<file path="src/rtl/sha256_pkg.sv">
// Shared types, round constants and mixing functions for the SHA-256 engine.
`default_nettype none

package sha256_pkg;

  // Input beat: message word, byte count of the final beat, end-of-message mark
  typedef struct packed {
    logic [31:0] data_word;
    logic [2:0]  byte_count;
    logic        last;
  } in_beat_t;

  // Output beat: one digest word with its position
  typedef struct packed {
    logic [31:0] digest_word;
    logic [2:0]  word_index;
    logic        last_word;
  } out_beat_t;

  localparam int unsigned NumRounds  = 64;
  localparam int unsigned NumWords   = 16;
  localparam int unsigned NumChain   = 8;
  localparam int unsigned RoundW     = $clog2(NumRounds);
  localparam int unsigned FillW      = $clog2(NumWords);
  localparam int unsigned OutIdxW    = $clog2(NumChain);

  localparam logic [31:0] PAD_MARK   = 32'h8000_0000;
  localparam logic [2:0]  BYTES_FULL = 3'd4;
  // Final-block byte position from which the length no longer fits
  localparam logic [6:0]  LEN_LIMIT  = 7'd56;

  localparam logic [31:0] INIT_HASH [NumChain] = '{
    32'h6a09e667, 32'hbb67ae85, 32'h3c6ef372, 32'ha54ff53a,
    32'h510e527f, 32'h9b05688c, 32'h1f83d9ab, 32'h5be0cd19
  };

  localparam logic [31:0] ROUND_K [NumRounds] = '{
    32'h428a2f98, 32'h71374491, 32'hb5c0fbcf, 32'he9b5dba5,
    32'h3956c25b, 32'h59f111f1, 32'h923f82a4, 32'hab1c5ed5,
    32'hd807aa98, 32'h12835b01, 32'h243185be, 32'h550c7dc3,
    32'h72be5d74, 32'h80deb1fe, 32'h9bdc06a7, 32'hc19bf174,
    32'he49b69c1, 32'hefbe4786, 32'h0fc19dc6, 32'h240ca1cc,
    32'h2de92c6f, 32'h4a7484aa, 32'h5cb0a9dc, 32'h76f988da,
    32'h983e5152, 32'ha831c66d, 32'hb00327c8, 32'hbf597fc7,
    32'hc6e00bf3, 32'hd5a79147, 32'h06ca6351, 32'h14292967,
    32'h27b70a85, 32'h2e1b2138, 32'h4d2c6dfc, 32'h53380d13,
    32'h650a7354, 32'h766a0abb, 32'h81c2c92e, 32'h92722c85,
    32'ha2bfe8a1, 32'ha81a664b, 32'hc24b8b70, 32'hc76c51a3,
    32'hd192e819, 32'hd6990624, 32'hf40e3585, 32'h106aa070,
    32'h19a4c116, 32'h1e376c08, 32'h2748774c, 32'h34b0bcb5,
    32'h391c0cb3, 32'h4ed8aa4a, 32'h5b9cca4f, 32'h682e6ff3,
    32'h748f82ee, 32'h78a5636f, 32'h84c87814, 32'h8cc70208,
    32'h90befffa, 32'ha4506ceb, 32'hbef9a3f7, 32'hc67178f2
  };

  // Sigma on the a word: ror 2, 13, 22
  function automatic logic [31:0] big_sigma0(logic [31:0] x);
    return {x[1:0], x[31:2]} ^ {x[12:0], x[31:13]} ^ {x[21:0], x[31:22]};
  endfunction

  // Sigma on the e word: ror 6, 11, 25
  function automatic logic [31:0] big_sigma1(logic [31:0] x);
    return {x[5:0], x[31:6]} ^ {x[10:0], x[31:11]} ^ {x[24:0], x[31:25]};
  endfunction

  // Schedule sigma: ror 7, 18, shr 3
  function automatic logic [31:0] small_sigma0(logic [31:0] x);
    return {x[6:0], x[31:7]} ^ {x[17:0], x[31:18]} ^ {3'b000, x[31:3]};
  endfunction

  // Schedule sigma: ror 17, 19, shr 10
  function automatic logic [31:0] small_sigma1(logic [31:0] x);
    return {x[16:0], x[31:17]} ^ {x[18:0], x[31:19]} ^ {10'b0, x[31:10]};
  endfunction

  // Keep the valid top bytes of the final word and place the 0x80 marker after them when fewer than four are valid
  function automatic logic [31:0] tail_word(logic [31:0] data, logic [2:0] nbytes);
    logic [31:0] word;
    case (nbytes)
      3'd0:    word = PAD_MARK;
      3'd1:    word = {data[31:24], 24'h80_0000};
      3'd2:    word = {data[31:16], 16'h8000};
      3'd3:    word = {data[31:8], 8'h80};
      default: word = data;
    endcase
    return word;
  endfunction

endpackage

`default_nettype wire

</file>
<file path="src/rtl/sha256_hash_engine_core.sv">
// SHA-256 engine: message intake, padding, iterative compression and digest readout.
//
// The engine takes the message as big-endian 32-bit words, one beat per cycle while
// ready, and packs them into a 16-word block. Each full block runs through one shared
// round unit that does one of the 64 rounds per cycle, followed by an update step that
// adds the working variables into the chaining state; the input is not ready during the
// rounds and the update. The beat marked last carries 0 to 4 bytes (larger counts act
// as 4); it starts padding: a pad step writes the length, and a second block of rounds
// is spent when 56 or more bytes sit in the final block. The eight digest words then
// leave as eight output beats, index 0 first, the eighth marked last_word, and the
// engine returns to its initial hash values for the next message.
`default_nettype none

module sha256_hash_engine_core (
  input  wire logic                 clk_i,
  input  wire logic                 rst_ni,
  input  wire logic                 in_valid_i,
  output logic                      in_ready_o,
  input  wire sha256_pkg::in_beat_t in_data_i,
  output logic                      out_valid_o,
  input  wire logic                 out_ready_i,
  output sha256_pkg::out_beat_t     out_data_o
);

  typedef enum logic [4:0] {
    ST_IDLE   = 5'b00001,
    ST_ROUND  = 5'b00010,
    ST_UPDATE = 5'b00100,
    ST_PAD    = 5'b01000,
    ST_OUTPUT = 5'b10000
  } state_e;

  localparam logic [sha256_pkg::RoundW-1:0]  LastRound =
    sha256_pkg::RoundW'(sha256_pkg::NumRounds - 1);
  localparam logic [sha256_pkg::FillW-1:0]   LastWord  =
    sha256_pkg::FillW'(sha256_pkg::NumWords - 1);
  localparam logic [sha256_pkg::OutIdxW-1:0] LastOut   =
    sha256_pkg::OutIdxW'(sha256_pkg::NumChain - 1);

  state_e                            state_q, state_d;
  logic [sha256_pkg::RoundW-1:0]     round_q, round_d;
  logic [sha256_pkg::FillW-1:0]      fill_q, fill_d;
  logic [sha256_pkg::OutIdxW-1:0]    out_idx_q, out_idx_d;
  logic [63:0]                       bit_len_q, bit_len_d;
  logic                              msg_end_q, msg_end_d;
  logic                              pad_pending_q, pad_pending_d;
  logic                              pad_mark_q, pad_mark_d;
  logic [31:0]                       h_q [sha256_pkg::NumChain];
  logic [31:0]                       h_d [sha256_pkg::NumChain];
  logic [31:0]                       v_q [sha256_pkg::NumChain];
  logic [31:0]                       v_d [sha256_pkg::NumChain];
  logic [31:0]                       w_q [sha256_pkg::NumWords];
  logic [31:0]                       w_d [sha256_pkg::NumWords];

  logic        in_fire, out_fire;
  logic [2:0]  nbytes;
  logic [6:0]  tail_pos;
  logic        need_extra;
  logic [31:0] t1, t2, w_next;

  assign in_ready_o  = (state_q == ST_IDLE);
  assign out_valid_o = (state_q == ST_OUTPUT);
  assign in_fire     = in_valid_i && in_ready_o;
  assign out_fire    = out_valid_o && out_ready_i;

  // Drive the digest beat from the chaining state
  assign out_data_o.digest_word = h_q[out_idx_q];
  assign out_data_o.word_index  = out_idx_q;
  assign out_data_o.last_word   = (out_idx_q == LastOut);

  // Saturate the final byte count and find where the padding lands
  assign nbytes     = (in_data_i.byte_count > sha256_pkg::BYTES_FULL) ?
                      sha256_pkg::BYTES_FULL : in_data_i.byte_count;
  assign tail_pos   = {1'b0, fill_q, 2'b00} + {4'b0, nbytes};
  assign need_extra = (tail_pos >= sha256_pkg::LEN_LIMIT);

  // Shared round unit and schedule extension
  assign t1 = v_q[7] + sha256_pkg::big_sigma1(v_q[4])
            + ((v_q[4] & v_q[5]) ^ (~v_q[4] & v_q[6]))
            + sha256_pkg::ROUND_K[round_q] + w_q[0];
  assign t2 = sha256_pkg::big_sigma0(v_q[0])
            + ((v_q[0] & v_q[1]) ^ (v_q[0] & v_q[2]) ^ (v_q[1] & v_q[2]));
  assign w_next = w_q[0] + sha256_pkg::small_sigma0(w_q[1]) + w_q[9]
                + sha256_pkg::small_sigma1(w_q[14]);

  // Sequence intake, rounds, padding and readout
  always_comb begin
    state_d       = state_q;
    round_d       = round_q;
    fill_d        = fill_q;
    out_idx_d     = out_idx_q;
    bit_len_d     = bit_len_q;
    msg_end_d     = msg_end_q;
    pad_pending_d = pad_pending_q;
    pad_mark_d    = pad_mark_q;
    h_d           = h_q;
    v_d           = v_q;
    w_d           = w_q;

    case (state_q)
      ST_IDLE: begin
        if (in_fire && !in_data_i.last) begin
          w_d[fill_q] = in_data_i.data_word;
          bit_len_d   = bit_len_q + 64'd32;
          fill_d      = fill_q + 1'b1;
          if (fill_q == LastWord) begin
            v_d     = h_q;
            round_d = '0;
            state_d = ST_ROUND;
          end
        end else if (in_fire) begin
          bit_len_d     = bit_len_q + {58'b0, nbytes, 3'b000};
          msg_end_d     = 1'b1;
          pad_pending_d = need_extra;
          pad_mark_d    = (nbytes == sha256_pkg::BYTES_FULL) && (fill_q == LastWord);
          // Write the tail word, the marker after a full word, and zeros beyond
          for (int k = 0; k < sha256_pkg::NumWords; k++) begin
            if (sha256_pkg::FillW'(k) == fill_q) begin
              w_d[k] = sha256_pkg::tail_word(in_data_i.data_word, nbytes);
            end else if (sha256_pkg::FillW'(k) > fill_q) begin
              w_d[k] = ((sha256_pkg::FillW'(k) == fill_q + 1'b1) &&
                        (nbytes == sha256_pkg::BYTES_FULL)) ? sha256_pkg::PAD_MARK : 32'd0;
            end
          end
          if (need_extra) begin
            v_d     = h_q;
            round_d = '0;
            state_d = ST_ROUND;
          end else begin
            state_d = ST_PAD;
          end
        end
      end

      ST_ROUND: begin
        v_d[7] = v_q[6];
        v_d[6] = v_q[5];
        v_d[5] = v_q[4];
        v_d[4] = v_q[3] + t1;
        v_d[3] = v_q[2];
        v_d[2] = v_q[1];
        v_d[1] = v_q[0];
        v_d[0] = t1 + t2;
        // Slide the schedule window by one word
        for (int k = 0; k < sha256_pkg::NumWords - 1; k++) begin
          w_d[k] = w_q[k + 1];
        end
        w_d[sha256_pkg::NumWords - 1] = w_next;
        round_d = round_q + 1'b1;
        if (round_q == LastRound) begin
          state_d = ST_UPDATE;
        end
      end

      ST_UPDATE: begin
        for (int k = 0; k < sha256_pkg::NumChain; k++) begin
          h_d[k] = h_q[k] + v_q[k];
        end
        if (!msg_end_q) begin
          state_d = ST_IDLE;
        end else if (pad_pending_q) begin
          state_d = ST_PAD;
        end else begin
          state_d = ST_OUTPUT;
        end
      end

      ST_PAD: begin
        // After an extra block, start the length block from zeros, with the marker in word 0 after a full final word
        if (pad_pending_q) begin
          for (int k = 0; k < sha256_pkg::NumWords; k++) begin
            w_d[k] = 32'd0;
          end
          w_d[0] = pad_mark_q ? sha256_pkg::PAD_MARK : 32'd0;
        end
        w_d[sha256_pkg::NumWords - 2] = bit_len_q[63:32];
        w_d[sha256_pkg::NumWords - 1] = bit_len_q[31:0];
        pad_pending_d = 1'b0;
        v_d           = h_q;
        round_d       = '0;
        state_d       = ST_ROUND;
      end

      ST_OUTPUT: begin
        if (out_fire) begin
          out_idx_d = out_idx_q + 1'b1;
          if (out_idx_q == LastOut) begin
            h_d       = sha256_pkg::INIT_HASH;
            bit_len_d = '0;
            fill_d    = '0;
            msg_end_d = 1'b0;
            state_d   = ST_IDLE;
          end
        end
      end

      default: begin
        state_d = ST_IDLE;
      end
    endcase
  end

  // Hold control state and chaining values
  always_ff @(posedge clk_i or negedge rst_ni) begin
    if (!rst_ni) begin
      state_q       <= ST_IDLE;
      round_q       <= '0;
      fill_q        <= '0;
      out_idx_q     <= '0;
      bit_len_q     <= '0;
      msg_end_q     <= 1'b0;
      pad_pending_q <= 1'b0;
      pad_mark_q    <= 1'b0;
      h_q           <= sha256_pkg::INIT_HASH;
    end else begin
      state_q       <= state_d;
      round_q       <= round_d;
      fill_q        <= fill_d;
      out_idx_q     <= out_idx_d;
      bit_len_q     <= bit_len_d;
      msg_end_q     <= msg_end_d;
      pad_pending_q <= pad_pending_d;
      pad_mark_q    <= pad_mark_d;
      h_q           <= h_d;
    end
  end

  // Hold working variables and the block window
  always_ff @(posedge clk_i) begin
    v_q <= v_d;
    w_q <= w_d;
  end

  // Input and output never open at the same time
  assert property (@(posedge clk_i) disable iff (!rst_ni)
    !(in_ready_o && out_valid_o))
    else $error("input ready while digest beat pending");

  // The 64th round always hands over to the chaining update
  assert property (@(posedge clk_i) disable iff (!rst_ni)
    (state_q == ST_ROUND) && (round_q == LastRound) |=> (state_q == ST_UPDATE))
    else $error("round sequence did not end in update");

  // A sixteenth full word starts a compression at round zero
  assert property (@(posedge clk_i) disable iff (!rst_ni)
    in_fire && !in_data_i.last && (fill_q == LastWord)
      |=> (state_q == ST_ROUND) && (round_q == '0))
    else $error("full block did not start compression");

  // The last digest beat leaves the engine reinitialized
  assert property (@(posedge clk_i) disable iff (!rst_ni)
    out_fire && (out_idx_q == LastOut)
      |=> (state_q == ST_IDLE) && (bit_len_q == '0) && (fill_q == '0) && !msg_end_q)
    else $error("engine not reinitialized after digest");

endmodule

`default_nettype wire
</file>
<file path="config.mk">
export PLATFORM = sky130hd
export DESIGN_NAME = sha256_hash_engine_core
export DESIGN_NICKNAME = d
export VERILOG_FILES = /design/src/rtl/sha256_pkg.sv /design/src/rtl/sha256_hash_engine_core.sv
export SDC_FILE = /design/constraint.sdc
export NUM_CORES = 2
export LEC_CHECK = 0
export BUFFER_PORTS_ARGS = -buffer_cell sky130_fd_sc_hd__buf_2
export CORE_MARGIN = 4
export CORE_UTILIZATION = 60
export DETAILED_ROUTE_END_ITERATION = 12
export GPL_TIMING_DRIVEN = 0
export PLACE_DENSITY = 0.76
export SLEW_MARGIN = 5
export SYNTH_ARGS = -nofsm -noshare
export SYNTH_HDL_FRONTEND = slang
export SYNTH_SLANG_ARGS = --single-unit
</file>
<file path="constraint.sdc">
create_clock -name clk_i -period 23.2 [get_ports clk_i]
set_input_delay 1.16 -clock clk_i [delete_from_list [all_inputs] [get_ports clk_i]]
set_output_delay 1.16 -clock clk_i [all_outputs]
set_load 0.03 [all_outputs]
</file>
Word level (Yosys, flattened, before mapping)

Memory sizes are Yosys's and may differ from the RTL's.
Cells that the tools add are included.
Widths: inputs -> output; s select.

Bits in registers: 1109
ROM bits: 2048
Output and inout bits: 38
Logic and storage cells: 333
Memories kept: 1

Memory list:

| memory           | words | width | rd ports | clocked after memory_dff | write ports | line                          | text |
|---|---|---|---|---|---|---|---|
| (name not given) | 64    | 32    | 1        | 0                        | 0           | sha256_hash_engine_core.sv:80 | `+ sha256_pkg::ROUND_K[round_q] + w_q[0];` |

Add/subtract/negate cells: 24
Order comparisons: 22
Equality and inequality tests: 68
Muxes and demuxes: 103
Bitwise gates (word level): 21
Reduce and logical (&&, ||, !) cells: 54

Operator list:

| kind                  | number |
|---|---|
| $mux 32               | 54 |
| $mux 256              | 6 |
| $mux 512              | 3 |
| $pmux 512 s3          | 1 |
| $pmux 256 s3          | 1 |
| $add 32x32->32        | 18 |
| $bwmux 512            | 1 |
| $pmux 256 s2          | 1 |
| $xor 32x32->32        | 9 |
| $mux 64               | 4 |
| $and 32x32->32        | 5 |
| $demux 32 s4          | 1 |
| $pmux 32 s4           | 1 |
| $pmux 64 s2           | 1 |
| $bmux 32 s3           | 1 |
| $reduce_and 4->1      | 17 |
| $add 64x6->64         | 1 |
| $add 64x6->64 const B | 1 |
| $eq 4x4->1 const A    | 16 |
| $ne 4x1->1 const B    | 16 |
| $mux 5                | 8 |
| $eq 3x4->1 const A    | 8 |
| $gt 4x4->1 const A    | 8 |
| $not 32->32           | 1 |
| other kinds (52)      | 109 |

Longest topological paths before layout

Depth after elaboration: 10
Mapped depth: 35
Mapped depth without buffers: 33

Least setup slack after synthesis

No wires, ideal clock.

Kind: reg-to-reg
From: reg state_q[3]
To: reg round_q[1] (netlist bit)
Arrival time: 7.661 ns
Data required time: 22.812 ns
Slack: 15.151 ns
Cell stages (with the launch flop): 9
Path buffers: 1
Cell sequence: dfrtp_1 -> or3_1 -> nor3b_1 -> nor2_1 -> clkbuf_1 -> nand2_1 -> nand2_1 -> inv_1 -> o21ai_0

Word-level cells in the longest chain between the ends: 5

Ends and longest elaborated chain:

| what                                                                   | line                                                          | text |
|---|---|---|
| start: declaration                                                     | sha256_hash_engine_core.sv:40                                 | `state_e state_q, state_d;` |
| start signal: assignment                                               | sha256_hash_engine_core.sv:216                                | `state_q <= state_d;` |
| $eq 5x1->1                                                             | sha256_hash_engine_core.sv:61, sha256_hash_engine_core.sv:100 |  |
| $logic_and 1x1->1                                                      | sha256_hash_engine_core.sv:63                                 | `assign in_fire = in_valid_i && in_ready_o;` |
| $logic_and 1x1->1                                                      | sha256_hash_engine_core.sv:102                                | `if (in_fire && !in_data_i.last) begin` |
| $ne 3x1->1 (no source line), or another cell as far along              | --                                                            |  |
| $reduce_and 4->1 (no source line) / $pmux 6 s3 (equally long branches) | --                                                            |  |
| end signal: assignment                                                 | sha256_hash_engine_core.sv:217                                | `round_q <= round_d;` |
| end: declaration                                                       | sha256_hash_engine_core.sv:41                                 | `logic [sha256_pkg::RoundW-1:0] round_q, round_d;` |

Several ways; a longest one is shown, not always the timed one.
A chain may end at the register's enable or synchronous reset.

==> results.cfg <==
[global_routing]
grt_usage_pct = 51.0
gr-total-overflow = 0
grt_pass1_vias = 67500
grt_pass1_wl_mm = 481
number_of_antenna_violations_at_the_first_check_in_global_routing = 29
grt_max_degree = 111

[detailed_routing]
avgRoutedWirePerCell_um = 34.6
route.antenna.remaining_nets = 0
drc_errors = 0
postRouteWirelength_mm = 344
vias_per_cell = 7.16
drtPass1Iterations = 9
detailedRoute.firstIterationViolations = 12300
total_number_of_vias = 71200

[die]
chipWidth_um = 364
dieHeight_um = 364
placement_rows = 130
fp.dieArea_um2 = 133000
floorplan.initialDensity_pct = 60.5
area_inside_the_core_boundary_um2 = 126000
design.portCount = 78

[setup_path]
worstPathMaxFanout = 11
reg2reg_from = round_q[1]
critical_path_arrival_ns = 12.19
cp-start-kind = flop
worst-r2r-cell-count = 33
rrSetupSlack_ns = 11.53
crit_top_cell = fa_1
timing.critical_path.slowest_cell_delay_ns = 0.94
worst_setup_path_end_kind = flop
crit_type = flop to flop
timing.critical_path.required_ns = 23.72
crit_slowest_cell = xor2_1
crit-reg2reg-capture = v_q[255]

[layout]
fin_area_um2 = 83600
drive_above_1_share_pct = 7.65
layout.cells.non_filler = 9936
area_growth_syn_to_layout_pct = 9.78
num-nets-final = 8802

[sta]
largest_clock_skew_in_the_final_design_ns = 0.110
min_clock_period_post_route_ns = 11.67
timing.final.hold_violations = 0
worst_slew_pin_slew_ns = 1.70
totalNegativeSetupSlack_ns = 0
grt_setup_unrepaired = false
finalSetupViolations = 0
fin_hold_ws_ns = 0.359
slew_violations = 113
relSlewSlack_pct = -13.1
max_fclk_mhz = 85.7
period_share_pct = 50.3

[clocking]
max-clock-path-buffers = 3
cts_hold_repair.buffers = 0
cts_inserted_buffers = 120
clkSinkCount = 1106
postCtsSetupBuffers = 0
worst_setup_hold_path_clk_slew_ns = 0.08
post_cts_resize_count = 0
clkLatencyLatePin_ns = 0.84
cell_chosen_for_the_clock_root = clkbuf_16
cts.htree.levels = 3
tritoncts = done

[yosys]
synth_enable_flop_cells = 768
ys.warnings.count = 0
net_count_of_the_mapped_netlist = 8585
post_synth_num_cell_types = 99
syn_area_per_cell_um2 = 9.60
postSynthCellCount = 7938
ys_dominant_reg_cell = edfxtp_1
post_synth_instance_area_um2 = 76200
synth_seq_area_share_pct = 41.6
ys_async_sr_fraction_pct = 30.6
synth-seq-cells = 1106

[placement]
dp.final_hpwl_mm = 262
numPortBuffers = 70
instance_area_at_placement_um2 = 79300
routabilityCongestion = 1.10
dpl.cell_count = 9682

[worst_hold_path]
holdCritPathClass = primary input to async pin

[run_status]
run_status = finished, violations left
failed_checks = max-capacitance violations, max-slew violations

[flow_run]
cap_violations = 13
[worst max-delay path: cells and delay by family, from the launching register on]
family | cells | cell delay, ns
AO/OA/AOI/OAI | 14 | 3.72
XOR/XNOR | 2 | 1.11
adder cells (fa/ha/maj) | 5 | 2.56
buffers and inverters | 4 | 1.55
flip-flops | 1 | 0.76
AND/OR/NAND/NOR | 8 | 1.67
[how the worst max path moves through the flow]
stage / startpoint / endpoint / cells past startpoint
final: round_q[1] / v_q[255] / 33
after global routing: round_q[2] / v_q[255] / 34
after CTS: round_q[1] / v_q[255] / 33
after detailed placement: round_q[1] / v_q[255] / 33
after global placement: state_q[3] / round_q[2] / 8
after floorplan: state_q[3] / round_q[1] / 8
[sequential cells by signal (all words and copies together) (netlist names)]
signal         count
v_q              256
round_q            6
msg_end_q          1
pad_pending_q      1
pad_mark_q         1
w_q              512
fill_q             4
bit_len_q         61
h_q              256
state_q            5
out_idx_q          3
[layout by cell type, fill, tap and decap left out, drive strengths merged, types with 201 or more instances in the layout]
master  netlist  layout
nand2      1314    1314
o21ai       813     813
edfxtp      768     768
clkbuf      402     550
a21oi       458     458
inv         413     419
ha          409     409
nor2        405     405
xnor2       344     344
xor2        272     272
dfrtp       201     201
[kinds of logic (layout without fill, tap and decap cells)]
| group | count (synthesis) | after routing | share of synthesized area, % |
|---|---|---|---|
| simple gates | 2387 | 2387 | 13.7 |
| xor+xnor | 616 | 616 | 7.08 |
| fa+ha+maj | 637 | 637 | 12.3 |
| flops | 1106 | 1106 | 41.6 |
| other cells | 0 | 26 | 0 |
| mux | 145 | 145 | 3.11 |
| compound gates | 2179 | 2179 | 17.9 |
| buf+inv | 868 | 1190 | 4.29 |
[cell usage after synthesis, types with 39 or more instances]
cell      instances  area, µm²
inv_1           411       1540
a22oi_1          50        375
nor2b_1          55        344
o21ai_0         752       3760
o22ai_1          47        294
a22o_1          103        902
buf_1            48        180
o21ai_1          61        305
mux4_2           67       1510
nand2b_1         72        450
mux2_2           62        698
o21a_1           51        383
a21o_1          177       1330
dfrtp_1         201       5030
edfxtp_1        768      23100
dfstp_2         137       3600
fa_1            198       3960
o211ai_1         39        293
nand3_1         171        856
and3_1           60        375
nor2_1          402       1510
a32o_1           66        661
nor3_1          138        691
xor2_1          272       2380
clkbuf_1        402       1510
nand2_1        1314       4930
ha_1            409       5120
a21oi_1         458       2290
a31oi_1          61        382
xnor2_1         344       3010
[per-layer routing]
metal  up-vias  track usage [%]  wire length [µm]  share of wire (%)
li1      28900                -                 -                  -
met1     33800             61.4            114000                 33
met2      6619             70.6            137000                 40
met3      1799             19.8             52700                 15
met4         6             45.7             40100                 12
met5         -            0.218                34             0.0099
[per-stage QoR]
step / utilization (%) / setup slack (ns)
floorplan: - / 15.15
global placement: 62.4 / 10.80
detailed placement: 63.0 / 12.27
CTS: 66.3 / 12.14
global route: 66.4 / 11.24
finish: 66.4 / 11.53
[final cells by class]
type                    count  area, µm²
fillers                  9968      42300
multi-input cells        5964      41400
flip-flops and latches   1106      31700
clock buffers             147       3200
well taps                1650       2060
plain buffers             453       1730
inverters                 415       1570
clock inverters            80       1010
repair buffers             95        887
diodes                     26       65.1
Power is not shown: default switching activity piles up to over one toggle a cycle in this logic, so the estimate is an artifact.
